===== src/design/assert_macros.svh =====
// ----------------------------------------------------------------------------
// Assertion macros
// Clocked assertions, disabled while active-low reset is low, removable by ASSERT_OFF.
// ----------------------------------------------------------------------------
`ifndef ASSERT_MACROS_SVH
`define ASSERT_MACROS_SVH

`ifndef ASSERT_OFF
`define ASSERT_AT(lbl, clk, rst_n, prop) \
  lbl: assert property (@(posedge clk) disable iff (!rst_n) prop) \
    else $error("assertion failed");
`define ASSERT_NEVER(lbl, clk, rst_n, expr) \
  lbl: assert property (@(posedge clk) disable iff (!rst_n) !(expr)) \
    else $error("forbidden condition seen");
`else
`define ASSERT_AT(lbl, clk, rst_n, prop)
`define ASSERT_NEVER(lbl, clk, rst_n, expr)
`endif

`endif


===== src/design/u16u8_pkg.sv =====
// ----------------------------------------------------------------------------
// u16u8_pkg
// Shared types, constants and UTF-8 encoding helpers.
// ----------------------------------------------------------------------------
`timescale 1ns / 1ps
`default_nettype none

package u16u8_pkg;

  localparam logic [15:0] HI_SUR_MIN = 16'hD800;
  localparam logic [15:0] HI_SUR_MAX = 16'hDBFF;
  localparam logic [15:0] LO_SUR_MIN = 16'hDC00;
  localparam logic [15:0] LO_SUR_MAX = 16'hDFFF;
  localparam logic [20:0] SUPP_BASE  = 21'h10000;
  localparam logic [20:0] LIM_1B     = 21'h80;
  localparam logic [20:0] LIM_2B     = 21'h800;
  localparam logic [20:0] LIM_3B     = 21'h10000;

  typedef struct packed {
    logic        pre_valid;
    logic [15:0] pre_unit;
    logic        main_valid;
    logic [20:0] main_cp;
    logic        fin;
  } u16u8_job_t;

  function automatic logic is_high_sur(input logic [15:0] u);
    return (u >= HI_SUR_MIN) && (u <= HI_SUR_MAX);
  endfunction

  function automatic logic is_low_sur(input logic [15:0] u);
    return (u >= LO_SUR_MIN) && (u <= LO_SUR_MAX);
  endfunction

  // index of the last byte of the sequence (0..3)
  function automatic logic [1:0] cp_last_idx(input logic [20:0] cp);
    if (cp < LIM_1B) begin
      return 2'd0;
    end else if (cp < LIM_2B) begin
      return 2'd1;
    end else if (cp < LIM_3B) begin
      return 2'd2;
    end
    return 2'd3;
  endfunction

  function automatic logic [7:0] cp_byte(input logic [20:0] cp, input logic [1:0] last_idx,
                                         input logic [1:0] idx);
    logic [1:0] rem;
    logic [7:0] b;
    rem = last_idx - idx;
    if (idx == 2'd0) begin
      case (last_idx)
        2'd0:    b = {1'b0, cp[6:0]};
        2'd1:    b = {3'b110, cp[10:6]};
        2'd2:    b = {4'b1110, cp[15:12]};
        default: b = {5'b11110, cp[20:18]};
      endcase
    end else begin
      case (rem)
        2'd0:    b = {2'b10, cp[5:0]};
        2'd1:    b = {2'b10, cp[11:6]};
        default: b = {2'b10, cp[17:12]};
      endcase
    end
    return b;
  endfunction

endpackage

`default_nettype wire


===== src/design/u16u8_fifo.sv =====
// ----------------------------------------------------------------------------
// u16u8_fifo
// Two-entry job queue between classifier and byte encoder.
// ----------------------------------------------------------------------------
`timescale 1ns / 1ps
`default_nettype none
`include "assert_macros.svh"

module u16u8_fifo (
  input  wire                   clk,
  input  wire                   rst_n,
  input  wire                   push,
  input  u16u8_pkg::u16u8_job_t wr_job,
  output logic                  full,
  input  wire                   pop,
  output logic                  rd_valid,
  output u16u8_pkg::u16u8_job_t rd_job
);
  import u16u8_pkg::*;

  u16u8_job_t mem_r [2];
  logic       wr_ptr_r, wr_ptr_nxt;
  logic       rd_ptr_r, rd_ptr_nxt;
  logic [1:0] count_r, count_nxt;

  assign full     = (count_r == 2'd2);
  assign rd_valid = (count_r != 2'd0);
  assign rd_job   = mem_r[rd_ptr_r];

  always_comb begin
    wr_ptr_nxt = push ? ~wr_ptr_r : wr_ptr_r;
    rd_ptr_nxt = pop ? ~rd_ptr_r : rd_ptr_r;
    count_nxt  = count_r + {1'b0, push} - {1'b0, pop};
  end

  always_ff @(posedge clk) begin
    if (!rst_n) begin
      wr_ptr_r <= 1'b0;
      rd_ptr_r <= 1'b0;
      count_r  <= 2'd0;
    end else begin
      wr_ptr_r <= wr_ptr_nxt;
      rd_ptr_r <= rd_ptr_nxt;
      count_r  <= count_nxt;
    end
  end

  always_ff @(posedge clk) begin
    if (push) begin
      mem_r[wr_ptr_r] <= wr_job;
    end
  end

  `ASSERT_NEVER(a_no_overflow, clk, rst_n, push && full && !pop)
  `ASSERT_NEVER(a_no_underflow, clk, rst_n, pop && !rd_valid)
  `ASSERT_NEVER(a_count_range, clk, rst_n, count_r == 2'd3)

endmodule

`default_nettype wire


===== src/design/u16u8_front.sv =====
// ----------------------------------------------------------------------------
// u16u8_front
// Accepts code units, pairs surrogates and queues encode jobs.
// ----------------------------------------------------------------------------
`timescale 1ns / 1ps
`default_nettype none
`include "assert_macros.svh"

module u16u8_front (
  input  wire                   clk,
  input  wire                   rst_n,
  input  wire                   in_valid,
  output logic                  in_ready,
  input  wire  [15:0]           in_code_unit,
  input  wire                   in_final_unit,
  input  wire                   q_full,
  output logic                  q_push,
  output u16u8_pkg::u16u8_job_t q_job
);
  import u16u8_pkg::*;

  logic        pend_r, pend_nxt;
  logic [15:0] pend_unit_r, pend_unit_nxt;
  logic        accept;
  logic        unit_hi, unit_lo;

  assign in_ready = !q_full;
  assign accept   = in_valid && in_ready;
  assign unit_hi  = is_high_sur(in_code_unit);
  assign unit_lo  = is_low_sur(in_code_unit);

  always_comb begin
    pend_nxt        = pend_r;
    pend_unit_nxt   = pend_unit_r;
    q_job.pre_valid = 1'b0;
    q_job.pre_unit  = pend_unit_r;
    q_job.main_valid = 1'b1;
    q_job.main_cp   = {5'd0, in_code_unit};
    q_job.fin       = in_final_unit;
    if (pend_r && unit_lo) begin
      q_job.main_cp = SUPP_BASE + {1'b0, pend_unit_r[9:0], in_code_unit[9:0]};
    end else begin
      q_job.pre_valid = pend_r;
      if (unit_hi && !in_final_unit) begin
        q_job.main_valid = 1'b0;
      end
    end
    if (accept) begin
      pend_nxt      = !(pend_r && unit_lo) && unit_hi && !in_final_unit;
      pend_unit_nxt = in_code_unit;
    end
    q_push = accept && (q_job.pre_valid || q_job.main_valid);
  end

  always_ff @(posedge clk) begin
    if (!rst_n) begin
      pend_r <= 1'b0;
    end else begin
      pend_r <= pend_nxt;
    end
  end

  always_ff @(posedge clk) begin
    pend_unit_r <= pend_unit_nxt;
  end

  `ASSERT_AT(a_hold_high, clk, rst_n, (accept && unit_hi && !in_final_unit) |=> pend_r)
  `ASSERT_AT(a_final_clears, clk, rst_n, (accept && in_final_unit) |=> !pend_r)

endmodule

`default_nettype wire


===== src/design/u16u8_back.sv =====
// ----------------------------------------------------------------------------
// u16u8_back
// Walks the queued job one UTF-8 byte per beat into the output register.
// ----------------------------------------------------------------------------
`timescale 1ns / 1ps
`default_nettype none
`include "assert_macros.svh"

module u16u8_back (
  input  wire                   clk,
  input  wire                   rst_n,
  input  wire                   q_valid,
  input  u16u8_pkg::u16u8_job_t q_job,
  output logic                  q_pop,
  output logic                  out_valid,
  input  wire                   out_ready,
  output logic [7:0]            out_utf8_byte,
  output logic                  out_run_end,
  output logic                  out_string_end
);
  import u16u8_pkg::*;

  logic        phase_r, phase_nxt;
  logic [1:0]  idx_r, idx_nxt;
  logic        out_valid_r, out_valid_nxt;
  logic [7:0]  byte_r;
  logic        run_end_r, str_end_r;
  logic        in_main, cp_done, job_done, fire;
  logic [20:0] cp;
  logic [1:0]  last_idx;

  always_comb begin
    in_main  = phase_r || !q_job.pre_valid;
    cp       = in_main ? q_job.main_cp : {5'd0, q_job.pre_unit};
    last_idx = cp_last_idx(cp);
    cp_done  = (idx_r == last_idx);
    job_done = cp_done && (in_main || !q_job.main_valid);
    fire     = q_valid && (!out_valid_r || out_ready);
    q_pop    = fire && job_done;

    phase_nxt     = phase_r;
    idx_nxt       = idx_r;
    out_valid_nxt = out_valid_r && !out_ready;
    if (fire) begin
      out_valid_nxt = 1'b1;
      if (job_done) begin
        phase_nxt = 1'b0;
        idx_nxt   = 2'd0;
      end else if (cp_done) begin
        phase_nxt = 1'b1;
        idx_nxt   = 2'd0;
      end else begin
        idx_nxt = idx_r + 2'd1;
      end
    end
  end

  always_ff @(posedge clk) begin
    if (!rst_n) begin
      phase_r     <= 1'b0;
      idx_r       <= 2'd0;
      out_valid_r <= 1'b0;
    end else begin
      phase_r     <= phase_nxt;
      idx_r       <= idx_nxt;
      out_valid_r <= out_valid_nxt;
    end
  end

  always_ff @(posedge clk) begin
    if (fire) begin
      byte_r    <= cp_byte(cp, last_idx, idx_r);
      run_end_r <= job_done;
      str_end_r <= job_done && q_job.fin;
    end
  end

  assign out_valid      = out_valid_r;
  assign out_utf8_byte  = byte_r;
  assign out_run_end    = run_end_r;
  assign out_string_end = str_end_r;

  `ASSERT_AT(a_str_end_on_run_end, clk, rst_n, (out_valid_r && str_end_r) |-> run_end_r)

endmodule

`default_nettype wire


===== src/design/utf16le_to_utf8_transcoder.sv =====
// Each input item's job is registered in the job queue; its bytes then go
// via the output register, one output byte per cycle while a job is queued
// and out_ready is high. Items give 1 to 6 bytes, a held high surrogate none.
// Input stalls only when the two-entry job queue is full.
// Reset (rst_n low, synchronous) drops any held surrogate, empties the queue
// and clears the output valid.
// ----------------------------------------------------------------------------
// utf16le_to_utf8_transcoder
// UTF-16 code units in, UTF-8 bytes out, surrogate pairs joined.
// ----------------------------------------------------------------------------
`timescale 1ns / 1ps
`default_nettype none

module utf16le_to_utf8_transcoder (
  input  wire        clk,
  input  wire        rst_n,
  input  wire        in_valid,
  output logic       in_ready,
  input  wire [15:0] in_code_unit,
  input  wire        in_final_unit,
  output logic       out_valid,
  input  wire        out_ready,
  output logic [7:0] out_utf8_byte,
  output logic       out_run_end,
  output logic       out_string_end
);
  import u16u8_pkg::*;

  u16u8_job_t push_job, head_job;
  logic       push, q_full, q_valid, pop;

  u16u8_front u_front (
    .clk           (clk),
    .rst_n         (rst_n),
    .in_valid      (in_valid),
    .in_ready      (in_ready),
    .in_code_unit  (in_code_unit),
    .in_final_unit (in_final_unit),
    .q_full        (q_full),
    .q_push        (push),
    .q_job         (push_job)
  );

  u16u8_fifo u_fifo (
    .clk      (clk),
    .rst_n    (rst_n),
    .push     (push),
    .wr_job   (push_job),
    .full     (q_full),
    .pop      (pop),
    .rd_valid (q_valid),
    .rd_job   (head_job)
  );

  u16u8_back u_back (
    .clk            (clk),
    .rst_n          (rst_n),
    .q_valid        (q_valid),
    .q_job          (head_job),
    .q_pop          (pop),
    .out_valid      (out_valid),
    .out_ready      (out_ready),
    .out_utf8_byte  (out_utf8_byte),
    .out_run_end    (out_run_end),
    .out_string_end (out_string_end)
  );

endmodule

`default_nettype wire

===== config.mk =====
export PLATFORM = sky130hd
export DESIGN_NAME = utf16le_to_utf8_transcoder
export DESIGN_NICKNAME = d
export VERILOG_FILES = /design/src/design/u16u8_pkg.sv /design/src/design/u16u8_fifo.sv /design/src/design/u16u8_front.sv /design/src/design/u16u8_back.sv /design/src/design/utf16le_to_utf8_transcoder.sv
export VERILOG_INCLUDE_DIRS = /design/src /design/src/design
export SDC_FILE = /design/constraint.sdc
export NUM_CORES = 1
export LEC_CHECK = 0
export BUFFER_PORTS_ARGS = -buffer_cell sky130_fd_sc_hd__buf_2
export CAP_MARGIN = 20
export CORE_MARGIN = 2
export CORE_UTILIZATION = 50
export DETAILED_ROUTE_END_ITERATION = 16
export PLACE_DENSITY = 0.7
export SLEW_MARGIN = 25
export SYNTH_ARGS = -nofsm -noshare
export SYNTH_HDL_FRONTEND = slang
export SYNTH_SLANG_ARGS = --single-unit
export TNS_END_PERCENT = 20

===== constraint.sdc =====
create_clock -name clk -period 9.9 [get_ports clk]
set_input_delay 1.98 -clock clk [delete_from_list [all_inputs] [get_ports clk]]
set_output_delay 1.98 -clock clk [all_outputs]
set_load 0.03 [all_outputs]

== Word-level counts from Yosys, hierarchy flattened ==
Memory sizes are Yosys's and may differ from the RTL's. A register that Yosys moved wholly into a read port is not among the register bits.
Index checks and enable logic that the tools add are counted.
Storage, ports and cells
  bits in read-only memories: 0
  logic and storage cells: 85
  memories kept: 1
  output and inout port bits: 12
  latch bits: 0
  memory bits (writable): 80
  register bits after elaboration: 35
  bits of input ports: 21
Memory list
  u_fifo.mem_r: depth 2, width 40, rd ports 1, clocked after memory_dff 1, wr ports 1, RTL line u16u8_fifo.sv:21  | u16u8_job_t mem_r [2];
Cells by class
  $lt $le $gt $ge: 7
  reductions and logical operators: 30
  add/subtract/negate cells: 5
  bitwise operators: 2
  divide/modulo/power cells: 0
  shifts and indexed selects: 0
  multiplexer cells: 24
  $mul: 0
  eq/ne operators: 5
Operators with widths (count)
  2-to-1 mux 21 bit: 2
  greater-or-equal comparator 16 bit, second input constant: 2
  <= comparator 16 bit, second input constant: 2
  one-hot mux 8 bit (3 select lines): 1
  adder 17 x 20 -> 21 bit, first input constant: 1
  less-than comparator 21 x 12 -> 1 bit, second input constant: 1
  less-than comparator 21 x 17 -> 1 bit, second input constant: 1
  less-than comparator 21 x 8 -> 1 bit, second input constant: 1
  logical AND 1 bit: 13
  2-to-1 mux 1 bit: 13
  2-to-1 mux 2 bit: 6
  one-hot mux 6 bit (2 select lines): 1
  2-to-1 mux 8 bit: 1
  logical NOT 1 bit: 7
  logical NOT 2 bit: 3
  equality test 2 x 1 -> 1 bit, second input constant: 2
  equality test 2 bit, second input constant: 2
  logical OR 1 bit: 4
  nonzero test 2 bit: 2
  adder 2 x 1 -> 2 bit: 1
  adder 2 x 1 -> 2 bit, second input constant: 1
  equality test 2 bit: 1
  inverter 1 bit: 2
  AND reduction 2 bit: 1
  2 further kinds: 2

== Logic depth before layout (Yosys ltp) ==
Gate-level depths: netlist (run 1).
  word-level depth: 13
  mapped depth: 17
  mapped depth without buffers: 16

== By module ==
A second synthesis (run 1) with hierarchy kept.
Second synthesis, totals
  cells, all modules: 370
  area, all modules: 5385.2 sq um
Modules (own cells, without submodules)
  u16u8_fifo: times used 1, sequential area each 2502.4 sq um, cells an instance 145, area each 3125.5 sq um
  u16u8_back: times used 1, sequential area each 380.4 sq um, cells an instance 161, area each 1415.1 sq um
  u16u8_front: times used 1, sequential area each 500.5 sq um, cells an instance 64, area each 844.6 sq um

== Worst setup path after synthesis (run 1) ==
Ideal clock, no wire load.
  kind: input port to flip-flop
  from: input in_valid
  to: memory u_fifo.mem_r[0][0] in the netlist's numbering (enable)
  buffers on the path: 0
  stages on the path: 4
  data required time: 9.461 ns
  setup time: 0.439 ns
  path slack: 5.018 ns
  arrival: 4.443 ns
  cells stage by stage: nand2_1 > inv_1 > o21ai_0 > nor2_1
Between the ends
  word-level cells in the longest chain between the ends: 4
RTL lines
  start, declared: RTL line utf16le_to_utf8_transcoder.sv:17  | input wire in_valid,
  logical AND 1 bit: RTL line u16u8_front.sv:28  | assign accept = in_valid && in_ready;
  via u_front.accept: RTL line u16u8_front.sv:24  | logic accept;
  logical AND 1 bit: RTL line u16u8_front.sv:52  | q_push = accept && (q_job.pre_valid || q_job.main_valid);
  2-to-1 mux 1 bit: RTL line u16u8_fifo.sv:49  | if (push) begin
  2-to-1 mux 1 bit (not written as such): RTL line u16u8_fifo.sv:50  | mem_r[wr_ptr_r] <= wr_job;
  end, declared: RTL line u16u8_fifo.sv:21
The timed path passes the listed nets, and every way through them passes these cells.

==> results of run 1 <==
[critical path, delay by kind of cell, from the launching register on]
kind,cells,cell delay (ps)
AOI/OAI and AO/OA,2,800
xor gates and xnor gates,2,210
adders and majority gates,3,1000
buffers and inverters,2,410
DFF,1,300
muxes,2,400
and+or+nand+nor,6,1410
[final cells by class]
type                    count  area (um2)
clock inverters            14       162.7
clock buffers              18       417.9
well taps                 136       170.2
repair buffers             35       215.2
flip-flops and latches    116        3383
multi-input cells         218        1688
inverters                  11       41.29
fillers                   804        4106
[registers in the layout (all words and copies together) (netlist names), named ones only]
register / cells
u_back.out_utf8_byte: 8
u_back.idx_r: 2
u_back.phase_r: 1
u_fifo.rd_ptr_r: 1
u_back.out_valid: 1
u_front.pend_unit_r: 16
u_fifo.count_r: 2
u_back.out_run_end: 1
u_front.pend_r: 1
u_back.out_string_end: 1
u_fifo.wr_ptr_r: 1
u_fifo.mem_r: 80
[worst paths after layout]
path / slack [ps] / end / cells after the start / startpoint
hold reg to reg: 440 / u_fifo.mem_r[1][38] / 0 / u_front.pend_unit_r[15]
setup / recovery: 5260 / u_fifo.count_r[1] / 17 / flip-flop
setup reg to reg: 5260 / u_fifo.count_r[1] / 17 / flip-flop
hold / removal: 440 / u_fifo.mem_r[1][38] / 0 / u_front.pend_unit_r[15]
[routing by layer]
layer | share of wire, % | GRT usage, %
met3 | 5.4 | 6.494
met2 | 47 | 31.34
met1 | 45 | 26.46
met4 | 2.8 | 9.962
met5 | 0 | 0
[report_power, final]
part / leakage, nW / internal, mW / switching (mW)
combinational: 0.824 / 0.124 / 0.205
sequential: 1.07 / 0.619 / 0.0291
clock: 0.276 / 0.381 / 0.215
total: 2.17 / 1.12 / 0.449
[layout by cell type, fill, tap and decap left out, types with 4 or more instances in the layout]
master                         n
sky130_fd_sc_hd__a21oi_1       9
sky130_fd_sc_hd__mux2_2       13
sky130_fd_sc_hd__buf_2        32
sky130_fd_sc_hd__o21ai_0      11
sky130_fd_sc_hd__edfxtp_1    106
sky130_fd_sc_hd__nor2_1       22
sky130_fd_sc_hd__clkinv_2      5
sky130_fd_sc_hd__nand2_1      18
sky130_fd_sc_hd__inv_1        11
sky130_fd_sc_hd__clkbuf_16    16
sky130_fd_sc_hd__xnor2_1       5
sky130_fd_sc_hd__nand3_1      14
sky130_fd_sc_hd__a211oi_1      5
sky130_fd_sc_hd__and2_1        8
sky130_fd_sc_hd__mux2i_1      36
sky130_fd_sc_hd__ha_1          5
sky130_fd_sc_hd__a211o_1       4
sky130_fd_sc_hd__nor2b_1       6
sky130_fd_sc_hd__mux4_2        5
sky130_fd_sc_hd__clkinvlp_4    4
sky130_fd_sc_hd__dfxtp_1      10
sky130_fd_sc_hd__nand2b_1      5
[metrics by stage]
step | instance area (um2) | instances | hold slack, ps
global route | 6078 | 548 | 460.1
detailed placement | 5498 | 516 | 432.5
global placement | 5450 | 514 | 423.8
finish | 6078 | 548 | 440.9
floorplan | 5154 | 357 | 421.5
CTS | 6078 | 548 | 444.0
[logic make-up (layout without fill, tap and decap cells)]
| group | Yosys count | in the layout |
|---|---|---|
| DFF | 116 | 116 |
| and+or+nand+nor | 99 | 99 |
| adders and majority gates | 5 | 5 |
| buffers and inverters | 23 | 78 |
| muxes | 54 | 54 |
| AOI/OAI and AO/OA | 53 | 53 |
| xor gates and xnor gates | 7 | 7 |
==> impl_summary.txt, run 1 <==
----------------------------------------------------
[Logic synthesis]
  Combinational family with the most area after synthesis ... multiplexers
  Number of flops mapped to enable cells by yosys ... 106
  Most common cell in the synthesized netlist ... sky130_fd_sc_hd__edfxtp_1
  Netlist area before placement ... 0.005154 mm2
  Area share of the largest cell type after synthesis ... 61.76%
  Proportion of synthesized area in mux cells ... 12.02%
  Yosys warning total ... 0
  Synth Area in Adders ... 1.214%
  Cell taking the most area after synthesis ... sky130_fd_sc_hd__edfxtp_1
  Most frequent cells after synthesis ... sky130_fd_sc_hd__edfxtp_1, sky130_fd_sc_hd__mux2i_1, sky130_fd_sc_hd__nor2_1
  Synthesized-area fraction occupied by ao, oa, aoi and oai cells ... 7.599%
  Post-synthesis xor/xnor area fraction ... 1.554%
  Synth area leaders ... sky130_fd_sc_hd__edfxtp_1, sky130_fd_sc_hd__mux2i_1, sky130_fd_sc_hd__dfxtp_1
  Part of the Yosys area used for sequential elements ... 65.65%
  Share of async-settable or async-resettable flops after synthesis ... 0%
  Cells after synthesis ... 357
  Synthesized area per cell ... 14.44 um2
  Top_reg_cell synth ... sky130_fd_sc_hd__edfxtp_1
  Share of synthesized cell area in and, or, nand and nor gates ... 10.08%
  Count of different cell masters after synthesis ... 58
  Number of register bits inferred by synthesis ... 116
  Synth Net Count ... 383

[STA]
  Number of endpoints failing setup at the final stage ... 0
  Post-route setup slack ... 5255 ps
  Achievable Freq ... 215.3 MHz
  Setup repair after global routing missed its margin ... no
  Slew of the pin with the lowest slew margin ... 823.7 ps
  Min Clock Period, post-route ... 4645 ps
  Share of the clock period used by the worst path ... 46.92%
  Worst Skew ... 6.419 ps
  Slew margin rel. ... 45.09%
  Setup tns final ... 0 ps
  Max Transition Viols Final ... 0
  Hold Fails Final Rpt ... 0

[Final layout]
  Final design utilization ... 59.68%
  Fraction of final layout cells sized beyond drive strength 1 ... 23.30%
  Synth-to-layout area growth ... 17.94%
  Final net count ... 425
  Antenna diode count ... 0

[Place]
  Worst Setup Slack post-DPL ... 5269 ps
  Routability-driven placement congestion ratio ... 0.9291
  Number of I/O port buffers ... 32
  HPWL after detailed placement ... 7174 um

[Worst setup path]
  Kind of end point of the critical path ... flip-flop
  Critical-path maximum fanout ... 32
  Highest-delay cell along the critical path ... sky130_fd_sc_hd__a211oi_1
  CP arrival ... 5060 ps
  Startpoint-to-endpoint class of the critical path ... flip-flop to flip-flop
  Largest stage delay on the critical path ... 600 ps
  Data required, critical path ... 10,320 ps
  Cell-by-cell trace of the critical path ... buf_4 -> mux2i_1 -> or2_2 -> a211oi_1 -> nand3_1 -> a21oi_1 -> nor2_1 -> ha_1 -> nand3_1 -> mux2i_1 -> nor2b_1 -> ha_1 -> inv_1 -> ha_1 -> xnor2_1 -> xnor2_1 -> and2_1
  Startpoint type of the worst setup path ... flip-flop
  Cell mode on critical path ... sky130_fd_sc_hd__ha_1

[Floorplan]
  Height of the chip ... 105.5 um
  DIE AREA ... 0.01114 mm2
  Starting Density ... 50.60%
  Std-Cell Core Area ... 0.01018 mm2
  Die boundary width ... 105.5 um
  Num ports ... 33
  Standard-cell rows ... 37

[Clocking]
  Maximum clock insertion buffer count ... 2
  Latest clock arrival within the worst-skew pair ... 520 ps
  Sinks on the clock net ... 116
  TritonCTS clock tree ... built
  CTS Buf Count ... 17
  Clk slew on worst S/H paths ... 60 ps
  CTS Hold Buffers Added ... 0
  Number of setup buffers added after CTS ... 0
  CTS root buf ... sky130_fd_sc_hd__clkbuf_8
  CTS H-tree depth ... 4
  Post-cts repair resize count ... 0

[Power and ir drop]
  Maximum resistive drop on vdd ... 0.1111 mV
  Overall power after layout ... 1.572 mW
  Power per unit of standard cell area ... 258.7 mW/mm2
  Reported leakage power ... 2.173 nW

[GRT]
  Initial antenna violation count ... 0
  Largest net degree at the start of global routing ... 33
  Tot GR Track Use ... 20.45%
  First-pass GRT wire length ... 16,730 um
  Via count of the first global-routing pass ... 3,121
  Total congestion overflow ... 0

[Status]
  Outcome ... finished clean

[Route]
  Average wire per standard cell ... 19.01 um
  Post-DRT Antenna Nets ... 0
  Post-route DRC ... 0
  First-pass detailed-route iteration total ... 5
  Number of violations reported at the end of detailed-routing iteration 0 ... 227
  Ratio of routed vias to standard cells ... 5.726
  Total via count in the routed design ... 3,138
  Detailed-route wire length ... 10,420 um

[Run]
  Number of maximum-capacitance constraint violations ... 0

[Hold path]
  Type of the worst min-delay path ... flip-flop to flip-flop

----------------------------------------------------
(Power assumes the default switching activity.)
==> run 2, diff against run 1 <==
Settings changed: PLACE_DENSITY 0.7 to 0.72.
Clock period 9.9 ns to 3.9 ns, I/O delays scaled along.
==> impl_summary.txt, run 2 (synthesized netlist as in run 1, its figures left out) <==
----------------------------------------------------
[Route]
  Average wire per standard cell ... 18.89 um (was 19.01 um)
  Number of violations reported at the end of detailed-routing iteration 0 ... 246 (was 227)
  Post-route met1 wirelength ... 4788 um (was 4666 um)
  Uppermost signal routing layer after detailed routing ... met4 (unchanged)
  Total via count in the routed design ... 3,142 (was 3,138)
  Detailed-route wire length ... 10,650 um (was 10,420 um)
  First-pass detailed-route iteration total ... 4 (was 5)
  Detailed-routed wire length on met3 ... 565 um (was 559 um)
  Length of routed met2 wiring ... 5026 um (was 4900 um)
  Post-DRT Antenna Nets ... 0 (unchanged)
  Post-route DRC ... 0 (unchanged)
  Ratio of routed vias to standard cells ... 5.571 (was 5.726)

[Clocking]
  Sinks on the clock net ... 116 (unchanged)
  Clk slew on worst S/H paths ... 50 ps (was 60 ps)
  CTS Hold Buffers Added ... 0 (unchanged)
  CTS root buf ... sky130_fd_sc_hd__clkbuf_8 (unchanged)
  Latest clock arrival within the worst-skew pair ... 510 ps (was 520 ps)
  Number of setup buffers added after CTS ... 0 (unchanged)
  CTS H-tree depth ... 4 (unchanged)
  Post-cts repair resize count ... 0 (unchanged)
  Maximum clock insertion buffer count ... 2 (unchanged)
  CTS Buf Count ... 17 (unchanged)
  TritonCTS clock tree ... built (unchanged)

[Floorplan]
  Num ports ... 33 (unchanged)
  Height of the chip ... 105.5 um (unchanged)
  Die boundary width ... 105.5 um (unchanged)
  Std-Cell Core Area ... 0.01018 mm2 (unchanged)
  Standard-cell rows ... 37 (unchanged)
  Starting Density ... 50.60% (unchanged)
  DIE AREA ... 0.01114 mm2 (unchanged)

[Worst setup path]
  Highest-delay cell along the critical path ... sky130_fd_sc_hd__or4_1 (was sky130_fd_sc_hd__a211oi_1)
  Data required, critical path ... 4140 ps (was 10,320 ps)
  Startpoint type of the worst setup path ... flip-flop (unchanged)
  Worst R2R Setup Slack ... 340 ps (was 5260 ps)
  CP arrival ... 3800 ps (was 5060 ps)
  Startpoint-to-endpoint class of the critical path ... flip-flop to flip-flop (unchanged)
  Kind of end point of the critical path ... flip-flop (unchanged)
  Largest stage delay on the critical path ... 540 ps (was 600 ps)
  Critical-path maximum fanout ... 5 (was 32)
  Cell-by-cell trace of the critical path ... or4_1 -> or3_4 -> a32oi_4 -> nand3_1 -> a21oi_1 -> nor2_1 -> ha_1 -> xnor2_1 -> nor3_1 -> a22oi_1 -> nor2_1 -> a221oi_1 -> nand3_1 (was buf_4 -> mux2i_1 -> or2_2 -> a211oi_1 -> nand3_1 -> a21oi_1 -> nor2_1 -> ha_1 -> nand3_1 -> mux2i_1 -> nor2b_1 -> ha_1 -> inv_1 -> ha_1 -> xnor2_1 -> xnor2_1 -> and2_1)

[Final layout]
  Synth-to-layout area growth ... 19.57% (was 17.94%)
  Most common library cell in the layout ignoring fill and taps ... sky130_fd_sc_hd__edfxtp_1 (unchanged)
  Final net count ... 442 (was 425)
  Final cell count without fillers ... 564 (was 548)
  Biggest register ... u_fifo.mem_r (unchanged)
  Antenna diode count ... 0 (unchanged)
  Flip-flop count of the largest register after layout ... 80 (unchanged)
  Fraction of final layout cells sized beyond drive strength 1 ... 25.23% (was 23.30%)
  Design area ... 0.006162 mm2 (was 0.006078 mm2)
  Most frequent cells in the layout ... sky130_fd_sc_hd__edfxtp_1, sky130_fd_sc_hd__mux2i_1, sky130_fd_sc_hd__buf_2 (unchanged)

[Hold path]
  Type of the worst min-delay path ... flip-flop to flip-flop (unchanged)

[Place]
  Worst Setup Slack post-DPL ... 320.8 ps (was 5269 ps)
  Post-DP Area ... 0.005625 mm2 (was 0.005498 mm2)
  Placed Instances ... 533 (was 516)
  Routability-driven placement congestion ratio ... 0.9075 (was 0.9291)
  HPWL after detailed placement ... 7579 um (was 7174 um)
  Number of I/O port buffers ... 32 (unchanged)

[STA]
  Slew of the pin with the lowest slew margin ... 782.7 ps (was 823.7 ps)
  Slew margin rel. ... 47.11% (was 45.09%)
  Setup tns final ... 0 ps (unchanged)
  Hold Fails Final Rpt ... 0 (unchanged)
  Setup repair after global routing missed its margin ... no (unchanged)
  Number of endpoints failing setup at the final stage ... 0 (unchanged)
  Max Transition Viols Final ... 0 (unchanged)
  Share of the clock period used by the worst path ... 91.35% (was 46.92%)
  Achievable Freq ... 280.7 MHz (was 215.3 MHz)
  Min Clock Period, post-route ... 3563 ps (was 4645 ps)
  Post-route setup slack ... 337.3 ps (was 5255 ps)
  Worst Skew ... 8.349 ps (was 6.419 ps)

[GRT]
  Total congestion overflow ... 0 (unchanged)
  Tot GR Track Use ... 20.41% (was 20.45%)
  Largest net degree at the start of global routing ... 26 (was 33)
  Via count of the first global-routing pass ... 3,137 (was 3,121)
  First-pass GRT wire length ... 16,930 um (was 16,730 um)
  Initial antenna violation count ... 0 (unchanged)

[Power and ir drop]
  Overall power after layout ... 3.911 mW (was 1.572 mW)
  Power per unit of standard cell area ... 634.7 mW/mm2 (was 258.7 mW/mm2)
  Reported leakage power ... 2.241 nW (was 2.173 nW)
  Maximum resistive drop on vdd ... 0.2929 mV (was 0.1111 mV)

[Status]
  Outcome ... finished clean (unchanged)

[Run]
  Number of maximum-capacitance constraint violations ... 0 (unchanged)

----------------------------------------------------
==> run 2: cell types whose count changed in the layout (fill, tap and decap cells not counted) <==
cell,delta
sky130_fd_sc_hd__clkinv_2,-1
sky130_fd_sc_hd__clkinv_1,+3
sky130_fd_sc_hd__clkinvlp_4,-2
sky130_fd_sc_hd__buf_4,+17
sky130_fd_sc_hd__clkbuf_1,+1
sky130_fd_sc_hd__bufinv_16,-1
sky130_fd_sc_hd__clkinv_4,-1
==> run 2: final timing paths <==
check	startpoint	end	cells after the start
worst max-delay path	u_fifo.mem_r[1][18]	u_back.out_utf8_byte[5]	13
worst min-delay path	u_front.pend_unit_r[15]	u_fifo.mem_r[1][38]	0
worst max register to register	u_fifo.mem_r[1][18]	u_back.out_utf8_byte[5]	13
worst min register to register	u_front.pend_unit_r[15]	u_fifo.mem_r[1][38]	0
==> run 2: layout make-up <==
type	instances	area (um2)
clock buffers	19	421.7
clock inverters	12	115.1
fillers	772	4023
inverters	11	41.29
multi-input cells	218	1688
flip-flops and latches	116	3383
well taps	136	170.2
repair buffers	52	342.8
==> run 2: where the power goes <==
part	leakage (nW)	internal (mW)	switching [mW]
registers	1.07	1.57	0.0748
clock network	0.260	0.891	0.503
logic	0.908	0.341	0.531
==> run 2: per-stage QoR <==
| step | hold slack (ps) | utilization, % |
|---|---|---|
| floorplan | 421.5 | - |
| global placement | 425.7 | 54.77 |
| detailed placement | 433.7 | 55.23 |
| CTS | 445.6 | 60.50 |
| global route | 463.4 | 60.50 |
| finish | 447.8 | 60.50 |
==> run 2: layer usage <==
metal / up-vias / track usage (%)
li1: 1498 / -
met1: 1515 / 27.47
met2: 105 / 31.34
met3: 24 / 5.380
met4: 0 / 9.117
met5: - / 0
==> run 2: critical path: cells and delay by family (launching register included) <==
family | cells | cell delay, ps
simple gates | 7 | 1400
compound gates | 4 | 810
xor+xnor | 1 | 540
flops | 1 | 380
fa+ha+maj | 1 | 180
==> run 3, diff against run 2 <==
Settings changed: SETUP_SLACK_MARGIN set to 0.5.
==> impl_summary.txt, run 3 (synthesized netlist as in run 1, its figures left out) <==
----------------------------------------------------
[Route]
  Average wire per standard cell ... 18.89 um (about the same)
  Ratio of routed vias to standard cells ... 5.545 (was 5.571)
  Detailed-route wire length ... 10,710 um (was 10,650 um)
  Total via count in the routed design ... 3,144 (was 3,142)
  Post-route DRC ... 0 (unchanged)
  Number of violations reported at the end of detailed-routing iteration 0 ... 305 (was 246)
  Post-DRT Antenna Nets ... 0 (unchanged)
  First-pass detailed-route iteration total ... 4 (unchanged)

[Final layout]
  Area taken by flip-flops and latches ... 0.003385 mm2 (was 0.003383 mm2)
  Most common library cell in the layout ignoring fill and taps ... sky130_fd_sc_hd__edfxtp_1 (unchanged)
  Final net count ... 445 (was 442)
  Final design utilization ... 61.07% (was 60.50%)
  Biggest register ... u_fifo.mem_r (unchanged)
  Antenna diode count ... 0 (unchanged)
  Multi-input gate area ... 0.001722 mm2 (was 0.001688 mm2)
  Flip-flop count of the largest register after layout ... 80 (unchanged)
  Synth-to-layout area growth ... 20.68% (was 19.57%)
  Layout fillers ... 770 (was 772)
  Fraction of final layout cells sized beyond drive strength 1 ... 27.61% (was 25.23%)
  Most frequent cells in the layout ... sky130_fd_sc_hd__edfxtp_1, sky130_fd_sc_hd__mux2i_1, sky130_fd_sc_hd__buf_2 (unchanged)

[Place]
  HPWL after detailed placement ... 7579 um (unchanged)
  Routability-driven placement congestion ratio ... 0.9075 (unchanged)
  Number of I/O port buffers ... 32 (unchanged)

[Floorplan]
  Std-Cell Core Area ... 0.01018 mm2 (unchanged)
  DIE AREA ... 0.01114 mm2 (unchanged)
  Die boundary width ... 105.5 um (unchanged)
  Height of the chip ... 105.5 um (unchanged)
  Standard-cell rows ... 37 (unchanged)
  Num ports ... 33 (unchanged)
  Starting Density ... 50.60% (unchanged)

[GRT]
  Largest net degree at the start of global routing ... 26 (unchanged)
  Via count of the first global-routing pass ... 3,141 (was 3,137)
  Total congestion overflow ... 0 (unchanged)
  First-pass GRT wire length ... 16,970 um (was 16,930 um)
  Initial antenna violation count ... 0 (unchanged)
  Tot GR Track Use ... 20.43% (was 20.41%)

[Clocking]
  Latest clock arrival within the worst-skew pair ... 510 ps (about the same)
  CTS root buf ... sky130_fd_sc_hd__clkbuf_8 (unchanged)
  TritonCTS clock tree ... built (unchanged)
  Clk slew on worst S/H paths ... 60 ps (was 50 ps)
  CTS Buf Count ... 17 (unchanged)
  Sinks on the clock net ... 116 (unchanged)
  Maximum clock insertion buffer count ... 2 (unchanged)
  CTS H-tree depth ... 4 (unchanged)

[Power and ir drop]
  Reported leakage power ... 2.260 nW (was 2.241 nW)
  Maximum resistive drop on vdd ... 0.2928 mV (was 0.2929 mV)
  Power per unit of standard cell area ... 631.9 mW/mm2 (was 634.7 mW/mm2)

[STA]
  Setup tns final ... 0 ps (unchanged)
  Slew of the pin with the lowest slew margin ... 752.8 ps (was 782.7 ps)
  Share of the clock period used by the worst path ... 89.74% (was 91.35%)
  Slew margin rel. ... 49.13% (was 47.11%)
  Min Clock Period, post-route ... 3500 ps (was 3563 ps)
  Setup repair after global routing missed its margin ... yes (was no)
  Worst Skew ... 8.235 ps (was 8.349 ps)
  Hold Fails Final Rpt ... 0 (unchanged)
  Achievable Freq ... 285.7 MHz (was 280.7 MHz)
  Max Transition Viols Final ... 0 (unchanged)
  Number of endpoints failing setup at the final stage ... 0 (unchanged)

[Worst setup path]
  Startpoint type of the worst setup path ... flip-flop (unchanged)
  Length in cells of the worst reg-to-reg path ... 16 (was 13)
  Critical-path maximum fanout ... 3 (was 5)
  Count of buffering cells on the critical path with inverters included ... 1 (was 0)
  Startpoint-to-endpoint class of the critical path ... flip-flop to flip-flop (unchanged)
  CP arrival ... 3900 ps (was 3800 ps)
  Cell mode on critical path ... sky130_fd_sc_hd__ha_1
  Critical path depth in cells ... 16 (was 13)
  Kind of end point of the critical path ... flip-flop (unchanged)
  Largest delay contributor family on the critical path ... simple AND/OR/NAND/NOR gates (unchanged)
  Highest-delay cell along the critical path ... sky130_fd_sc_hd__or4_1 (unchanged)
  Cell-by-cell trace of the critical path ... or4_1 -> or3_4 -> a32oi_4 -> nand3_2 -> a21oi_2 -> nor2_1 -> ha_1 -> nand3_1 -> mux2i_2 -> nor2b_4 -> ha_1 -> inv_1 -> ha_1 -> xnor2_1 -> xnor2_1 -> and2_1 (was or4_1 -> or3_4 -> a32oi_4 -> nand3_1 -> a21oi_1 -> nor2_1 -> ha_1 -> xnor2_1 -> nor3_1 -> a22oi_1 -> nor2_1 -> a221oi_1 -> nand3_1)
  Largest stage delay on the critical path ... 530 ps (was 540 ps)
  Data required, critical path ... 4300 ps (was 4140 ps)
  Worst R2R Setup Slack ... 400 ps (was 340 ps)

[Hold path]
  Type of the worst min-delay path ... flip-flop to flip-flop (unchanged)
  Number of cells traversed by the worst hold path ... 0 (unchanged)

[Run]
  Number of maximum-capacitance constraint violations ... 0 (unchanged)

[Status]
  Outcome ... finished clean (unchanged)

----------------------------------------------------
run 3: what timing repair did:
action,in CTS,in global routing
gates resized for setup,3,6
endpoints found under the setup margin,5,8
hold buffers,0,0
buffers inserted,1,2
hold endpoints to repair,0,0
run 3: worst paths after layout:
check                   endpoint               startpoint
min          u_fifo.mem_r[1][38]  u_front.pend_unit_r[15]
max            u_fifo.count_r[1]      u_fifo.mem_r[1][18]
min reg2reg  u_fifo.mem_r[1][38]  u_front.pend_unit_r[15]
max reg2reg    u_fifo.count_r[1]      u_fifo.mem_r[1][18]
run 3: final cells by class:
cell class              count  share of cell area, %
repair buffers             55                  5.874
multi-input cells         218                  27.68
clock inverters            12                  1.851
clock buffers              19                  6.779
flip-flops and latches    116                  54.42
inverters                  11                 0.6638
well taps                 136                  2.736
run 3: metrics by stage:
stage	instances	setup WS (ps)	hold WS (ps)	cell area, um2	power, mW
after floorplan	357	218.1	421.5	5154	2.268
after global placement	531	380.7	425.7	5578	2.514
after detailed placement	533	320.8	433.7	5625	2.535
after CTS	565	346.3	445.6	6180	3.936
after global routing	567	188.8	463.4	6220	4.098
final	567	400.2	450.1	6220	3.930
run 3: power by group:
| part | leakage, nW | switching [mW] | internal, mW |
|---|---|---|---|
| clock network | 0.260 | 0.501 | 0.891 |
| logic | 0.927 | 0.540 | 0.351 |
| registers | 1.07 | 0.0769 | 1.57 |
run 3: routing by layer:
metal	vias up	wire length [um]	GRT usage (%)
met2	115	5207	31.29
li1	1506	-	-
met4	0	230	9.117
met3	18	723	5.380
met1	1505	4550	27.60
met5	-	0	0
